[config.mk]
export PLATFORM = sky130hd
export DESIGN_NAME = open_node_table_manager
export DESIGN_NICKNAME = d
export VERILOG_FILES = /design/src/design/ont_pkg.sv /design/src/design/open_node_table_manager.sv
export VERILOG_INCLUDE_DIRS = /design/src /design/src/design
export SDC_FILE = /design/constraint.sdc
export NUM_CORES = 1
export LEC_CHECK = 0
export BUFFER_PORTS_ARGS = -buffer_cell sky130_fd_sc_hd__clkbuf_2
export CORE_AREA = 2 2 313 315
export DETAILED_ROUTE_END_ITERATION = 10
export DIE_AREA = 0 0 315 317
export PLACE_DENSITY = 0.5
export SYNTH_ARGS = -nofsm -noshare
export SYNTH_HDL_FRONTEND = slang
export SYNTH_SLANG_ARGS = --single-unit
[constraint.sdc]
create_clock -name clk -period 5.7 [get_ports clk]
set_input_delay 0 -clock clk [delete_from_list [all_inputs] [get_ports clk]]
set_output_delay 0 -clock clk [all_outputs]
set_load 0.05 [all_outputs]
[src/design/open_node_table_manager_macros.svh]
// Assertion macros shared by the open node table manager RTL.
`ifndef OPEN_NODE_TABLE_MANAGER_MACROS_SVH
`define OPEN_NODE_TABLE_MANAGER_MACROS_SVH
`ifndef SYNTH
`define ONT_ASSERT_IMP(label, clk, rst_n, ante, cons) \
    label: assert property (@(posedge clk) disable iff (!rst_n) (ante) |-> (cons)) \
        else $error("Assertion failed.");
`define ONT_ASSERT_NEXT(label, clk, rst_n, ante, cons) \
    label: assert property (@(posedge clk) disable iff (!rst_n) (ante) |=> (cons)) \
        else $error("Assertion failed.");
`else
`define ONT_ASSERT_IMP(label, clk, rst_n, ante, cons)
`define ONT_ASSERT_NEXT(label, clk, rst_n, ante, cons)
`endif
`endif

[src/design/ont_pkg.sv]
// Types and codes of the open node table manager.
`timescale 1ns / 1ps

package ont_pkg;

    localparam logic [2:0] CMD_OPEN         = 3'd0;
    localparam logic [2:0] CMD_CLOSE        = 3'd1;
    localparam logic [2:0] CMD_FLUSH        = 3'd2;
    localparam logic [2:0] CMD_INV_ADDR     = 3'd3;
    localparam logic [2:0] CMD_INV_DEV_ADDR = 3'd4;
    localparam logic [2:0] CMD_MARK_DIRTY   = 3'd5;

    localparam logic [2:0] KIND_OPENED       = 3'd0;
    localparam logic [2:0] KIND_WRITE_BACK   = 3'd1;
    localparam logic [2:0] KIND_FETCH        = 3'd2;
    localparam logic [2:0] KIND_ALREADY_OPEN = 3'd3;
    localparam logic [2:0] KIND_TABLE_FULL   = 3'd4;
    localparam logic [2:0] KIND_DONE         = 3'd5;

    typedef struct packed {
        logic [2:0]  command;
        logic [7:0]  device;
        logic [31:0] block_address;
        logic [3:0]  slot;
        logic [15:0] owner;
    } request_t;

    typedef struct packed {
        logic [2:0]  kind;
        logic [3:0]  result_slot;
        logic [7:0]  result_device;
        logic [31:0] result_address;
        logic        last;
    } result_t;

    typedef struct packed {
        logic [15:0] owner;
        logic [7:0]  device;
        logic [31:0] address;
    } entry_t;

endpackage

[src/design/open_node_table_manager.sv]
// Top level of the open node table manager: entry memory, flags and command sequencer.
`timescale 1ns / 1ps
`include "open_node_table_manager_macros.svh"

// A request is taken when start is high and busy is low. Close, mark dirty and
// unknown commands finish in the accept cycle: busy stays low and their done result
// is strobed in the next cycle. Open, flush and both invalidates walk the entry
// memory one entry per cycle, since the keys sit in a memory with one read port and
// one read per cycle, and busy stays high while they run. An open stops at the entry
// whose key matches; else it walks the whole table and reports the table full, or
// claims a clean idle entry (fetch, then opened), or writes a dirty idle entry back
// first (write back, fetch, opened). Flush and invalidate walk the whole table, then
// report done. The final result of every request is strobed in the first cycle
// with busy low again. Results are strobed for one cycle each and cannot be held
// off, so the receiver must take every strobed result.
module open_node_table_manager #(
    parameter int TABLE_ENTRIES = 16
) (
    input  logic              clk,
    input  logic              rst_n,
    input  logic              start,
    output logic              busy,
    input  ont_pkg::request_t request,
    output ont_pkg::result_t  result,
    output logic              result_strobe
);

    localparam int IW = $clog2(TABLE_ENTRIES);

    typedef enum logic [5:0] {
        ST_IDLE   = 6'b000001,
        ST_SCAN   = 6'b000010,
        ST_WB     = 6'b000100,
        ST_FETCH  = 6'b001000,
        ST_OPENED = 6'b010000,
        ST_DONE   = 6'b100000
    } state_t;

    function automatic ont_pkg::result_t make_result(
        input logic [2:0]  kind,
        input logic [3:0]  slot,
        input logic [7:0]  device,
        input logic [31:0] address,
        input logic        last
    );
        ont_pkg::result_t r;
        r.kind           = kind;
        r.result_slot    = slot;
        r.result_device  = device;
        r.result_address = address;
        r.last           = last;
        return r;
    endfunction

    state_t                   state_reg, state_next;
    ont_pkg::request_t        req_reg, req_next;
    logic [IW-1:0]            cmp_idx_reg, cmp_idx_next;
    logic [IW-1:0]            pick_reg, pick_next;
    logic                     clean_found_reg, clean_found_next;
    logic                     dirty_found_reg, dirty_found_next;
    logic [TABLE_ENTRIES-1:0] valid_reg, valid_next;
    logic [TABLE_ENTRIES-1:0] busy_reg, busy_next;
    logic [TABLE_ENTRIES-1:0] dirty_reg, dirty_next;
    ont_pkg::result_t         res_reg, res_next;
    logic                     strobe_reg, strobe_next;

    ont_pkg::entry_t          mem [TABLE_ENTRIES];
    ont_pkg::entry_t          rd_data_reg;
    logic [IW-1:0]            rd_addr;
    logic                     mem_we;
    logic [IW-1:0]            mem_waddr;
    ont_pkg::entry_t          mem_wdata;

    logic                     cmp_last;
    logic                     key_match;
    logic                     addr_match;
    logic                     idle_clean;
    logic                     idle_dirty;
    logic                     slot_ok;
    logic [IW-1:0]            slot_idx;

    assign cmp_last   = (cmp_idx_reg == IW'(TABLE_ENTRIES - 1));
    assign addr_match = valid_reg[cmp_idx_reg]
                        && (rd_data_reg.address == req_reg.block_address);
    assign key_match  = addr_match && (rd_data_reg.device == req_reg.device);
    assign idle_clean = !busy_reg[cmp_idx_reg] && !dirty_reg[cmp_idx_reg];
    assign idle_dirty = !busy_reg[cmp_idx_reg] && dirty_reg[cmp_idx_reg];
    assign slot_ok    = (32'(request.slot) < TABLE_ENTRIES);
    assign slot_idx   = IW'(request.slot);

    always_comb
    begin
        state_next       = state_reg;
        req_next         = req_reg;
        cmp_idx_next     = cmp_idx_reg;
        pick_next        = pick_reg;
        clean_found_next = clean_found_reg;
        dirty_found_next = dirty_found_reg;
        valid_next       = valid_reg;
        busy_next        = busy_reg;
        dirty_next       = dirty_reg;
        res_next         = '0;
        strobe_next      = 1'b0;
        rd_addr          = '0;
        mem_we           = 1'b0;
        mem_waddr        = pick_reg;
        mem_wdata.owner   = req_reg.owner;
        mem_wdata.device  = req_reg.device;
        mem_wdata.address = req_reg.block_address;

        case (state_reg)
            ST_IDLE:
            begin
                if (start)
                begin
                    req_next = request;
                    case (request.command)
                        ont_pkg::CMD_OPEN, ont_pkg::CMD_FLUSH,
                        ont_pkg::CMD_INV_ADDR, ont_pkg::CMD_INV_DEV_ADDR:
                        begin
                            state_next       = ST_SCAN;
                            cmp_idx_next     = '0;
                            clean_found_next = 1'b0;
                            dirty_found_next = 1'b0;
                        end
                        ont_pkg::CMD_CLOSE:
                        begin
                            if (slot_ok)
                            begin
                                busy_next[slot_idx] = 1'b0;
                            end
                            res_next    = make_result(ont_pkg::KIND_DONE, request.slot,
                                                      8'd0, 32'd0, 1'b1);
                            strobe_next = 1'b1;
                        end
                        ont_pkg::CMD_MARK_DIRTY:
                        begin
                            if (slot_ok && valid_reg[slot_idx])
                            begin
                                dirty_next[slot_idx] = 1'b1;
                            end
                            res_next    = make_result(ont_pkg::KIND_DONE, request.slot,
                                                      8'd0, 32'd0, 1'b1);
                            strobe_next = 1'b1;
                        end
                        default:
                        begin
                            res_next    = make_result(ont_pkg::KIND_DONE, 4'd0,
                                                      8'd0, 32'd0, 1'b1);
                            strobe_next = 1'b1;
                        end
                    endcase
                end
            end
            ST_SCAN:
            begin
                cmp_idx_next = IW'(cmp_idx_reg + 1'b1);
                case (req_reg.command)
                    ont_pkg::CMD_OPEN:
                    begin
                        if (key_match)
                        begin
                            if (busy_reg[cmp_idx_reg])
                            begin
                                res_next = make_result(ont_pkg::KIND_ALREADY_OPEN,
                                                       4'(cmp_idx_reg), 8'd0, 32'd0, 1'b1);
                            end
                            else
                            begin
                                busy_next[cmp_idx_reg] = 1'b1;
                                mem_we    = 1'b1;
                                mem_waddr = cmp_idx_reg;
                                res_next  = make_result(ont_pkg::KIND_OPENED,
                                                        4'(cmp_idx_reg), 8'd0, 32'd0, 1'b1);
                            end
                            strobe_next = 1'b1;
                            state_next  = ST_IDLE;
                        end
                        else
                        begin
                            if (!clean_found_reg)
                            begin
                                if (idle_clean)
                                begin
                                    clean_found_next = 1'b1;
                                    pick_next        = cmp_idx_reg;
                                end
                                else if (idle_dirty)
                                begin
                                    dirty_found_next = 1'b1;
                                    pick_next        = cmp_idx_reg;
                                end
                            end
                            if (cmp_last)
                            begin
                                if (clean_found_next)
                                begin
                                    state_next = ST_FETCH;
                                end
                                else if (dirty_found_next)
                                begin
                                    state_next = ST_WB;
                                end
                                else
                                begin
                                    res_next    = make_result(ont_pkg::KIND_TABLE_FULL, 4'd0,
                                                              8'd0, 32'd0, 1'b1);
                                    strobe_next = 1'b1;
                                    state_next  = ST_IDLE;
                                end
                            end
                        end
                        rd_addr = cmp_last ? pick_next : IW'(cmp_idx_reg + 1'b1);
                    end
                    ont_pkg::CMD_FLUSH:
                    begin
                        if (valid_reg[cmp_idx_reg] && dirty_reg[cmp_idx_reg]
                            && (rd_data_reg.device == req_reg.device))
                        begin
                            dirty_next[cmp_idx_reg] = 1'b0;
                            res_next    = make_result(ont_pkg::KIND_WRITE_BACK,
                                                      4'(cmp_idx_reg), req_reg.device,
                                                      rd_data_reg.address, 1'b0);
                            strobe_next = 1'b1;
                        end
                        rd_addr = IW'(cmp_idx_reg + 1'b1);
                        if (cmp_last)
                        begin
                            state_next = ST_DONE;
                        end
                    end
                    ont_pkg::CMD_INV_ADDR, ont_pkg::CMD_INV_DEV_ADDR:
                    begin
                        if ((req_reg.command == ont_pkg::CMD_INV_ADDR) ? addr_match : key_match)
                        begin
                            valid_next[cmp_idx_reg] = 1'b0;
                            busy_next[cmp_idx_reg]  = 1'b0;
                            dirty_next[cmp_idx_reg] = 1'b0;
                        end
                        rd_addr = IW'(cmp_idx_reg + 1'b1);
                        if (cmp_last)
                        begin
                            state_next = ST_DONE;
                        end
                    end
                    default:
                    begin
                        state_next = ST_IDLE;
                    end
                endcase
            end
            ST_WB:
            begin
                res_next    = make_result(ont_pkg::KIND_WRITE_BACK, 4'(pick_reg),
                                          rd_data_reg.device, rd_data_reg.address, 1'b0);
                strobe_next = 1'b1;
                state_next  = ST_FETCH;
            end
            ST_FETCH:
            begin
                mem_we               = 1'b1;
                valid_next[pick_reg] = 1'b1;
                busy_next[pick_reg]  = 1'b1;
                dirty_next[pick_reg] = 1'b0;
                res_next    = make_result(ont_pkg::KIND_FETCH, 4'(pick_reg),
                                          req_reg.device, req_reg.block_address, 1'b0);
                strobe_next = 1'b1;
                state_next  = ST_OPENED;
            end
            ST_OPENED:
            begin
                res_next    = make_result(ont_pkg::KIND_OPENED, 4'(pick_reg),
                                          8'd0, 32'd0, 1'b1);
                strobe_next = 1'b1;
                state_next  = ST_IDLE;
            end
            ST_DONE:
            begin
                res_next    = make_result(ont_pkg::KIND_DONE, 4'd0, 8'd0, 32'd0, 1'b1);
                strobe_next = 1'b1;
                state_next  = ST_IDLE;
            end
            default:
            begin
                state_next = ST_IDLE;
            end
        endcase
    end

    always_ff @(posedge clk or negedge rst_n)
    begin
        if (!rst_n)
        begin
            state_reg       <= ST_IDLE;
            cmp_idx_reg     <= '0;
            pick_reg        <= '0;
            clean_found_reg <= 1'b0;
            dirty_found_reg <= 1'b0;
            valid_reg       <= '0;
            busy_reg        <= '0;
            dirty_reg       <= '0;
            strobe_reg      <= 1'b0;
        end
        else
        begin
            state_reg       <= state_next;
            cmp_idx_reg     <= cmp_idx_next;
            pick_reg        <= pick_next;
            clean_found_reg <= clean_found_next;
            dirty_found_reg <= dirty_found_next;
            valid_reg       <= valid_next;
            busy_reg        <= busy_next;
            dirty_reg       <= dirty_next;
            strobe_reg      <= strobe_next;
        end
    end

    always_ff @(posedge clk)
    begin
        req_reg <= req_next;
        res_reg <= res_next;
    end

    always_ff @(posedge clk)
    begin
        if (mem_we)
        begin
            mem[mem_waddr] <= mem_wdata;
        end
        rd_data_reg <= mem[rd_addr];
    end

    assign busy          = (state_reg != ST_IDLE);
    assign result        = res_reg;
    assign result_strobe = strobe_reg;

    `ONT_ASSERT_IMP(busy_implies_valid, clk, rst_n, 1'b1, (busy_reg & ~valid_reg) == '0)
    `ONT_ASSERT_IMP(dirty_implies_valid, clk, rst_n, 1'b1, (dirty_reg & ~valid_reg) == '0)
    `ONT_ASSERT_IMP(last_result_frees_block, clk, rst_n, result_strobe && result.last, !busy)
    `ONT_ASSERT_NEXT(fetch_then_opened, clk, rst_n,
        result_strobe && (result.kind == ont_pkg::KIND_FETCH),
        result_strobe && (result.kind == ont_pkg::KIND_OPENED) && result.last)
    `ONT_ASSERT_NEXT(close_answers_next, clk, rst_n,
        start && !busy && (request.command == ont_pkg::CMD_CLOSE),
        result_strobe && result.last && (result.kind == ont_pkg::KIND_DONE))

endmodule

==> run_results.csv, run 1 <==
group,metric,value,unit
logic_synthesis,synthMuxAreaShare,6.25,%
logic_synthesis,synthSimpleGateAreaFrac,10.8,%
layout,fin_cells,3983,
logic_synthesis,synth_edf_count,683,
logic_synthesis,ys_types,67,
routing,drt-pass1-iter-count,6,
sta,hold_viol,0,
job,cap_violations,0,
routing,vias,21331,
clocking,cts_tree,"done",
layout,drive_above_1_share,14.7,%
setup_path,r2r_slack,800,ps
sta,finalSetupViolations,0,
logic_synthesis,synth-main-ff-cell,"edfxtp_1",
clocking,cts_buffers,90,
grt,grt_overflow,0,
setup_path,start_kind,"flop",
routing,antenna_left,0,
setup_path,timing.rr.start,"mem_wdata[21]",
sta,fin_skew,39.9,ps
grt,grt_use_total,19.0,%
grt,grt_max_degree,77,
routing,via_per_inst,5.36,
clocking,cts_max_level,3,
pwr,p_leak,13.8,nW
logic_synthesis,synth-adder-area-share,0.149,%
placed_design,hpwl,52.2,mm
logic_synthesis,synth_compound_area_share,8.37,%
die,coreArea,96300,um2
routing,post_drt_wl_per_cell,23.9,um
placed_design,dp_cells,3768,
sta,fmax,204,MHz
sta,fin_setup_tns,0,ps
grt,grt_pass1_wl,141,mm
die,die_height,317,um
layout,largest_reg_flops,640,
logic_synthesis,synth_area_leaders,"edfxtp_1 61%, nand2_1 5.7%, dfxtp_1 5.2%",
layout,top_register,"mem",
sta,rsz0062_at_grt,"false",
logic_synthesis,synth_top_family_by_area,"simple AND/OR/NAND/NOR gates",
layout,nFillCells,8846,
placed_design,io_buffer_count,99,
sta,finalCritPeriodShare,85.9,%
logic_synthesis,ys_seq_elements,836,
setup_path,critPathCaptureType,"flop",
die,initial_utilization,34.9,%
layout,insertedDiodeCount,0,
logic_synthesis,synth_top_area_share,61.0,%
logic_synthesis,synthCells,2455,
logic_synthesis,synth-async-reset-ratio,7.78,%
sta,slew_headroom,20.9,%
pwr,power,14.1,mW
setup_path,worstPathMaxFanout,36,
logic_synthesis,yosysWarnings,0,
setup_path,worst-r2r-cell-count,11,
setup_path,rr_endpoint,"rd_data_reg[2]",
routing,drtIter0Drc,2044,
die,ios,116,
clocking,cts-root-buf,"clkbuf_16",
setup_path,cp.required,6300,ps
placed_design,gp_congestion,0.843,
pwr,p_per_area,354,nW/um2
layout,nNetsFinal,2704,
setup_path,worstSetupStartpoint,"mem_wdata[21]",
layout,syn2layout_area_growth,18.0,%
logic_synthesis,synth-xor-area-share,1.15,%
grt,grt_pass1_vias,21201,
grt,antenna_found_initial,2,
pwr,peakVddDrop,0.231,mV
logic_synthesis,synth_area,33600,um2
clocking,cts.reportedPaths.clkPinSlew,60,ps
routing,totalWireLength,95.3,mm
logic_synthesis,yosysSeqAreaShare,71.1,%
outcome,status,"finished clean",
die,die_area,99900,um2
sta,worst_pin_slew,1180,ps
min_path,hold_path.class,"in -> reg",
routing,drcViolationCount,0,
clocking,cts_resized,0,
clocking,cts.sink_count,836,
sta,finalCriticalPeriod,4900,ps
setup_path,critPathKind,"reg -> reg",
die,die_w,315,um
logic_synthesis,synthesis.nets,2525,
setup_path,cp.arrival,5500,ps
die,row_count,114,
logic_synthesis,synth_area_leader_cell,"edfxtp_1",
clocking,clk-insertion-delay-late,670,ps
setup_path,worstSetupEndpoint,"rd_data_reg[2]",
logic_synthesis,syn_avg_cell_area,13.7,um2
sta,slew_violations,0,
clocking,clockBufferDepth,3,
==> cell type report <==
cell class | count | area (um2) | share of cell area (%)
flip-flops and latches | 836 | 23900 | 60.2
multi-input cells | 1458 | 9180 | 23.1
clock buffers | 122 | 2430 | 6.13
repair buffers | 237 | 2090 | 5.28
well taps | 1276 | 1600 | 4.02
clock inverters | 43 | 428 | 1.08
inverters | 11 | 41.3 | 0.104
==> through the flow <==
| stage | area [um2] | setup WS [ps] | hold WS, ps | util (%) |
|---|---|---|---|---|
| after floorplan | 33600 | 985 | -296 | - |
| after global placement | 36300 | 828 | 177 | 37.7 |
| after detailed placement | 36300 | 797 | 179 | 37.7 |
| after CTS | 39700 | 766 | 1.05 | 41.2 |
| after global routing | 39700 | 544 | 21.3 | 41.2 |
| final | 39700 | 803 | 48.2 | 41.2 |
==> cell families (layout without fill, tap and decap cells) <==
| group | Yosys count | count (layout) |
|---|---|---|
| muxes | 182 | 182 |
| DFF | 836 | 836 |
| and+or+nand+nor | 813 | 813 |
| AOI/OAI and AO/OA | 415 | 415 |
| adders and majority gates | 4 | 4 |
| buffers and inverters | 161 | 413 |
| xor gates and xnor gates | 44 | 44 |
==> how the worst min path moves through the flow <==
stage | from | to | slack [ps] | cells after the start
after CTS | request[29] | mem_wdata[9] | 1 | 2
after global routing | request[29] | mem_wdata[9] | 20 | 2
after detailed placement | request[32] | mem_wdata[12] | 180 | 1
after floorplan | rst_n | busy_reg[0] | -300 | 0
final | request[27] | mem_wdata[7] | 50 | 2
after global placement | request[28] | mem_wdata[8] | 180 | 1
==> cells in the mapped netlist, drive strengths merged, types with 34 or more instances <==
library cell  instances
mux2i               129
buf                  72
dfrtp                64
a21oi                69
o21ai               123
nor2                 55
clkbuf               78
nand3                56
dfxtp                88
mux2                 34
a22o                 43
and3                122
nand2               508
a31oi                52
edfxtp              683
xor2                 42
==> repair_timing <==
action,in CTS,in global routing
setup endpoints to repair,0,0
setup buffers,0,0
hold buffers,50,0
hold endpoints to repair,139,0
==> placed cells by master (no fill, tap or decap), drive strengths merged, types with 56 or more instances in the layout <==
cell | Yosys | layout
edfxtp | 683 | 683
o21ai | 123 | 123
mux2i | 129 | 129
dfxtp | 88 | 88
dfrtp | 64 | 64
a21oi | 69 | 69
nand2 | 508 | 508
and3 | 122 | 122
clkbuf | 78 | 220
buf | 72 | 89
nand3 | 56 | 56
==> critical path: stages (launching register included) <==
cell and delay (ps):
edfxtp_1 720, xor2_1 220, nor4_1 590, nand4_1 500, nor3_1 680, buf_4 300
o311a_1 250, and2_4 500, buf_12 290, mux2_2 370, o32ai_1 190, a221o_1 170
==> where the power goes <==
| group | switching (mW) | total [mW] | internal [mW] |
|---|---|---|---|
| combinational | 0.706 | 1.07 | 0.369 |
| clock | 2.43 | 5.67 | 3.24 |
| sequential | 0.352 | 7.31 | 6.96 |
==> layer usage <==
metal  track usage, %  vias up  part of all wire [%]
met2             31.2      660                    48
met4             5.14        0                   2.3
met3             2.77      155                   5.1
met1             26.4    10919                    45
li1                 -     9597                     -
met5                0        -                     0
Note: power is estimated with default switching activity, not from simulation.
==> inputs of run 2 (changes only) <==
CTS_BUF_LIST = sky130_fd_sc_hd__clkbuf_16   (was default)
==> run_results.csv, run 2 (synthesized netlist as in run 1, its figures left out) <==
group,metric,value,unit
outcome,status,"finished clean",
die,die_area,99900,um2
die,ios,116,
grt,met1_usage,26.4,%
pwr,p_per_area,352,nW/um2
sta,hold_viol,0,
routing,antenna_left,0,
layout,design_area,39600,um2
routing,post_drt_wl_per_cell,24.0,um
layout,fin_cells,3983,
layout,insertedDiodeCount,0,
routing,drcViolationCount,0,
sta,finalCritPeriodShare,87.3,%
pwr,internal-power,10.5,mW
die,die_w,315,um
setup_path,cp.required,6300,ps
clocking,clockBufferDepth,3,
sta,rsz0062_at_grt,"false",
sta,worst_slack,727,ps
clocking,cts_hold_buf,50,
die,initial_utilization,34.9,%
placed_design,dp_cells,3768,
grt,grt_pass1_wl,141,mm
placed_design,dpl_cell_area,36300,um2
setup_path,cpLargestDelayFamily,"simple AND/OR/NAND/NOR gates",
placed_design,gp_congestion,0.843,
sta,fin_setup_tns,0,ps
sta,slew_headroom,21.1,%
layout,nNetsFinal,2704,
die,row_count,114,
min_path,min-delay-start,"request[27]",
setup_path,path_buf_inv,2,
layout,nFillCells,8852,
routing,drtIter0Drc,1980,
grt,grt_busiest_layer,"met2",
placed_design,io_buffer_count,99,
layout,largest_reg_flops,640,
pwr,p_clk_share,39.9,%
setup_path,timing.rr.start,"mem_wdata[21]",
pwr,p_seq_share,52.4,%
grt,grt_use_total,19.0,%
job,cap_violations,0,
pwr,p_sw_share,25.0,%
setup_path,critPathCaptureType,"flop",
layout,mostFrequentLayoutCells,"683 x edfxtp_1, 505 x nand2_1, 129 x mux2i_1, 122 x and3_1, 98 x clkbuf_2",
grt,grt_overflow,0,
sta,finalCriticalPeriod,4970,ps
clocking,post_cts_buffers,0,
setup_path,path_cells,"xor2_1 -> nor4_1 -> nand4_1 -> nor3_1 -> buf_4 -> o311a_1 -> and2_4 -> buf_12 -> mux2_2 -> o32ai_1 -> a221o_1",
setup_path,rr_endpoint,"rd_data_reg[2]",
sta,worst_pin_slew,1180,ps
clocking,clk-insertion-delay-late,670,ps
sta,slew_violations,0,
grt,grtUsageMet3,2.77,%
clocking,cts.reportedPaths.clkPinSlew,60,ps
setup_path,slowest_delay,720,ps
routing,vias,21348,
grt,grt_pass1_vias,21206,
sta,fmax,201,MHz
layout,layout_commonest_cell,"edfxtp_1",
layout,multi_input_area,9180,um2
routing,totalWireLength,95.4,mm
placed_design,hpwl,52.2,mm
placed_design,place_ws,797,ps
routing,drt-pass1-iter-count,5,
pwr,p_leak,13.9,nW
grt,use_met2,31.2,%
sta,finalSetupViolations,0,
layout,syn2layout_area_growth,17.9,%
setup_path,critPathKind,"reg -> reg",
pwr,peakVddDrop,0.226,mV
setup_path,worstPathMaxFanout,36,
layout,seqCellArea,23900,um2
die,die_height,317,um
setup_path,worst-r2r-cell-count,11,
setup_path,r2r_slack,730,ps
clocking,cts_buffers,90,
pwr,pwr-share-comb,7.7,%
clocking,cts.sink_count,836,
clocking,cts_tree,"done",
grt,grt_max_degree,77,
layout,top_register,"mem",
pwr,p_sw,3.48,mW
min_path,min_to,"mem_wdata[7]",
sta,fin_hold_ws,48.8,ps
sta,fin_skew,36.4,ps
min_path,hold_path.class,"in -> reg",
min_path,whs_path_depth,2,
clocking,cts_max_level,3,
routing,via_per_inst,5.36,
die,coreArea,96300,um2
layout,drive_above_1_share,14.6,%
grt,antenna_found_initial,2,
setup_path,cp.arrival,5570,ps
clocking,cts_resized,0,
setup_path,start_kind,"flop",
setup_path,critPathSlowestCell,"edfxtp_1",
clocking,cts-root-buf,"clkbuf_16",
-- run 2: cell count changes in the layout (fill, tap and decap cells not counted), sizes merged --
cell,previous run,this run
inv,15,42
clkbuf,220,189
clkinv,33,37
-- run 2: worst register-to-register path, stage by stage, from the launching register on --
cell      delay [ps]
edfxtp_1         720
xor2_1           230
nor4_1           620
nand4_1          520
nor3_1           700
buf_4            300
o311a_1          250
and2_4           510
buf_12           330
mux2_2           380
o32ai_1          190
a221o_1          170
-- run 2: through the flow --
step / util, % / total power, mW
floorplan: - / 7.94
global placement: 37.7 / 8.46
detailed placement: 37.7 / 8.49
CTS: 41.2 / 14.1
global route: 41.2 / 14.5
finish: 41.2 / 14.0
-- run 2: routing by layer --
layer	vias to the layer above	share of wire [%]
met5	-	0
met4	0	2.3
met3	154	5.2
met2	667	48
met1	10929	45
li1	9598	-
-- run 2: power by group through the flow --
stage | Clock [mW] | Combinational, mW | Sequential, mW
floorplan | 0 | 0.638 | 7.30
global placement | 0 | 1.04 | 7.42
detailed placement | 0 | 1.05 | 7.44
CTS | 5.71 | 1.08 | 7.32
global route | 5.94 | 1.16 | 7.35
finish | 5.57 | 1.07 | 7.31
-- run 2: final cells by class --
type | instances | area share (%)
Inverter | 11 | 0.104
Multi-Input combinational cell | 1458 | 23.2
Clock inverter | 74 | 1.37
Clock buffer | 91 | 5.75
Timing Repair Buffer | 237 | 5.29
Sequential cell | 836 | 60.3
Tap cell | 1276 | 4.03
-- run 2: how the worst max path moves through the flow --
stage	startpoint	to	cells past startpoint
finish	mem_wdata[21]	rd_data_reg[2]	11
global route	mem_wdata[21]	rd_data_reg[2]	11
CTS	mem_wdata[21]	rd_data_reg[2]	11
detailed placement	mem_wdata[21]	rd_data_reg[2]	11
global placement	mem_wdata[21]	rd_data_reg[2]	11
floorplan	state_reg[2]	mem[7][0]	8
==> inputs of run 3 (changes only) <==
RECOVER_POWER = 100   (was default)
==> run_results.csv, run 3 (synthesized netlist as in run 1, its figures left out) <==
group,metric,value,unit
setup_path,worstPathMaxFanout,36,
sta,finalCritPeriodShare,87.9,%
pwr,peakVddDrop,0.227,mV
sta,finalCriticalPeriod,5010,ps
grt,grt_overflow,0,
layout,syn2layout_area_growth,17.1,%
layout,drive_above_1_share,11.2,%
placed_design,hpwl,52.2,mm
outcome,status,"complete, but fails checks",
layout,insertedDiodeCount,0,
sta,worst_pin_slew,3660,ps
clocking,clockBufferDepth,3,
clocking,post_cts_buffers,0,
setup_path,critPathSlowestCell,"nor3_1",
sta,slew_headroom,-144,%
setup_path,worstSetupStartpoint,"mem_wdata[1]",
layout,nNetsFinal,2704,
grt,grt_max_degree,77,
setup_path,critPathCaptureType,"flop",
sta,fin_setup_tns,0,ps
layout,largest_reg_flops,640,
outcome,violations,"max-capacitance violations, max-slew violations",
sta,hold_viol,0,
grt,grt_pass1_wl,141,mm
min_path,min-delay-start,"request[27]",
die,die_w,315,um
setup_path,start_kind,"flop",
layout,mostFrequentLayoutCells,"683 x edfxtp_1, 505 x nand2_1, 129 x mux2i_1, 122 x and3_1, 101 x o21ai_0",
setup_path,path_buf_inv,3,
die,row_count,114,
placed_design,io_buffer_count,99,
clocking,clk-insertion-delay-late,670,ps
routing,drcViolationCount,0,
job,cap_violations,4,
sta,fin_skew,39.7,ps
clocking,cts_buffers,90,
routing,drt-pass1-iter-count,6,
die,ios,116,
clocking,cts.reportedPaths.clkPinSlew,60,ps
layout,nFillCells,8891,
routing,totalWireLength,95.5,mm
pwr,p_leak,13.7,nW
sta,finalSetupViolations,0,
clocking,cts-root-buf,"clkbuf_16",
setup_path,slowest_delay,690,ps
min_path,hold_path.class,"in -> reg",
routing,drtIter0Drc,1934,
die,die_height,317,um
setup_path,cp.required,6300,ps
sta,slew_violations,148,
die,coreArea,96300,um2
setup_path,cpLargestDelayFamily,"simple AND/OR/NAND/NOR gates",
routing,via_per_inst,5.39,
layout,layout_commonest_cell,"edfxtp_1",
clocking,cts_resized,0,
layout,top_register,"mem",
placed_design,gp_congestion,0.843,
grt,grt_pass1_vias,21206,
routing,vias,21483,
grt,antenna_found_initial,2,
die,die_area,99900,um2
routing,post_drt_wl_per_cell,24.0,um
clocking,cts_max_level,3,
routing,antenna_left,0,
clocking,cts_tree,"done",
sta,fin_hold_ws,51.1,ps
setup_path,critPathKind,"reg -> reg",
sta,fmax,200,MHz
setup_path,path_cells,"clkbuf_1 -> xor2_1 -> nor4_1 -> nand4_1 -> nor3_1 -> buf_4 -> o311a_1 -> and2_4 -> buf_12 -> mux2_2 -> o32ai_1 -> a221o_1",
pwr,p_per_area,354,nW/um2
sta,rsz0062_at_grt,"false",
setup_path,timing.rr.start,"mem_wdata[1]",
clocking,cts_hold_buf,50,
grt,grt_use_total,19.0,%
clocking,cts.sink_count,836,
setup_path,cp.arrival,5610,ps
die,initial_utilization,34.9,%
## run 3: changes by cell type in the layout (fill, tap and decap cells not counted), sizes merged
cell | before | now
clkbuf | 189 | 204
buf | 89 | 74
## run 3: cell type report
type,count,area (um2),area share (%)
clock inverter,74,544,1.38
clock buffer,91,2280,5.78
inverter,11,41.3,0.105
multi-input combinational,1458,9070,23.0
tap,1276,1600,4.05
timing repair buffer,237,1950,4.96
sequential,836,23900,60.7
## run 3: worst paths after layout
kind / cells past startpoint / to / slack [ps]
max: 12 / rd_data_reg[2] / 690
min: 2 / mem_wdata[7] / 50
max reg2reg: 12 / rd_data_reg[2] / 690
min reg2reg: 1 / dirty_found_reg / 510
max in group asynchronous: 3 / dirty_reg[2] / 2400
min in group asynchronous: 3 / busy_reg[4] / 1220
## run 3: metrics by stage
step | instances | setup slack [ps] | utilization (%) | instance area (um2) | power [mW]
after CTS | 3983 | 766 | 41.2 | 39600 | 14.1
after floorplan | 2455 | 985 | - | 33600 | 7.94
final | 3983 | 691 | 40.9 | 39400 | 13.9
after global placement | 3768 | 828 | 37.7 | 36300 | 8.46
after global routing | 3983 | 311 | 40.9 | 39400 | 14.4
after detailed placement | 3768 | 797 | 37.7 | 36300 | 8.49
## run 3: where the power goes
part	internal (mW)	leakage, nW	switching, mW	total, mW
Combinational	0.355	4.42	0.688	1.04
Sequential	6.96	7.78	0.351	7.31
Clock	3.14	1.48	2.43	5.57
## run 3: per-layer routing
layer  wire length [um]  part of all wire (%)  up-vias  global-route usage, %
met5                  0                     0        -                      0
met4               2270                   2.4        0                   5.14
met3               5170                   5.4      160                   2.77
met2              45500                    48      694                   31.2
met1              42600                    45    11025                   26.4
li1                   -                     -     9604                      -
## run 3: worst register-to-register path, stage by stage, from the launching register on
cell      delay [ps]
edfxtp_1         320
clkbuf_1         590
xor2_1           280
nor4_1           460
nand4_1          480
nor3_1           700
buf_4            300
o311a_1          250
and2_4           500
buf_12           320
mux2_2           380
o32ai_1          200
a221o_1          170
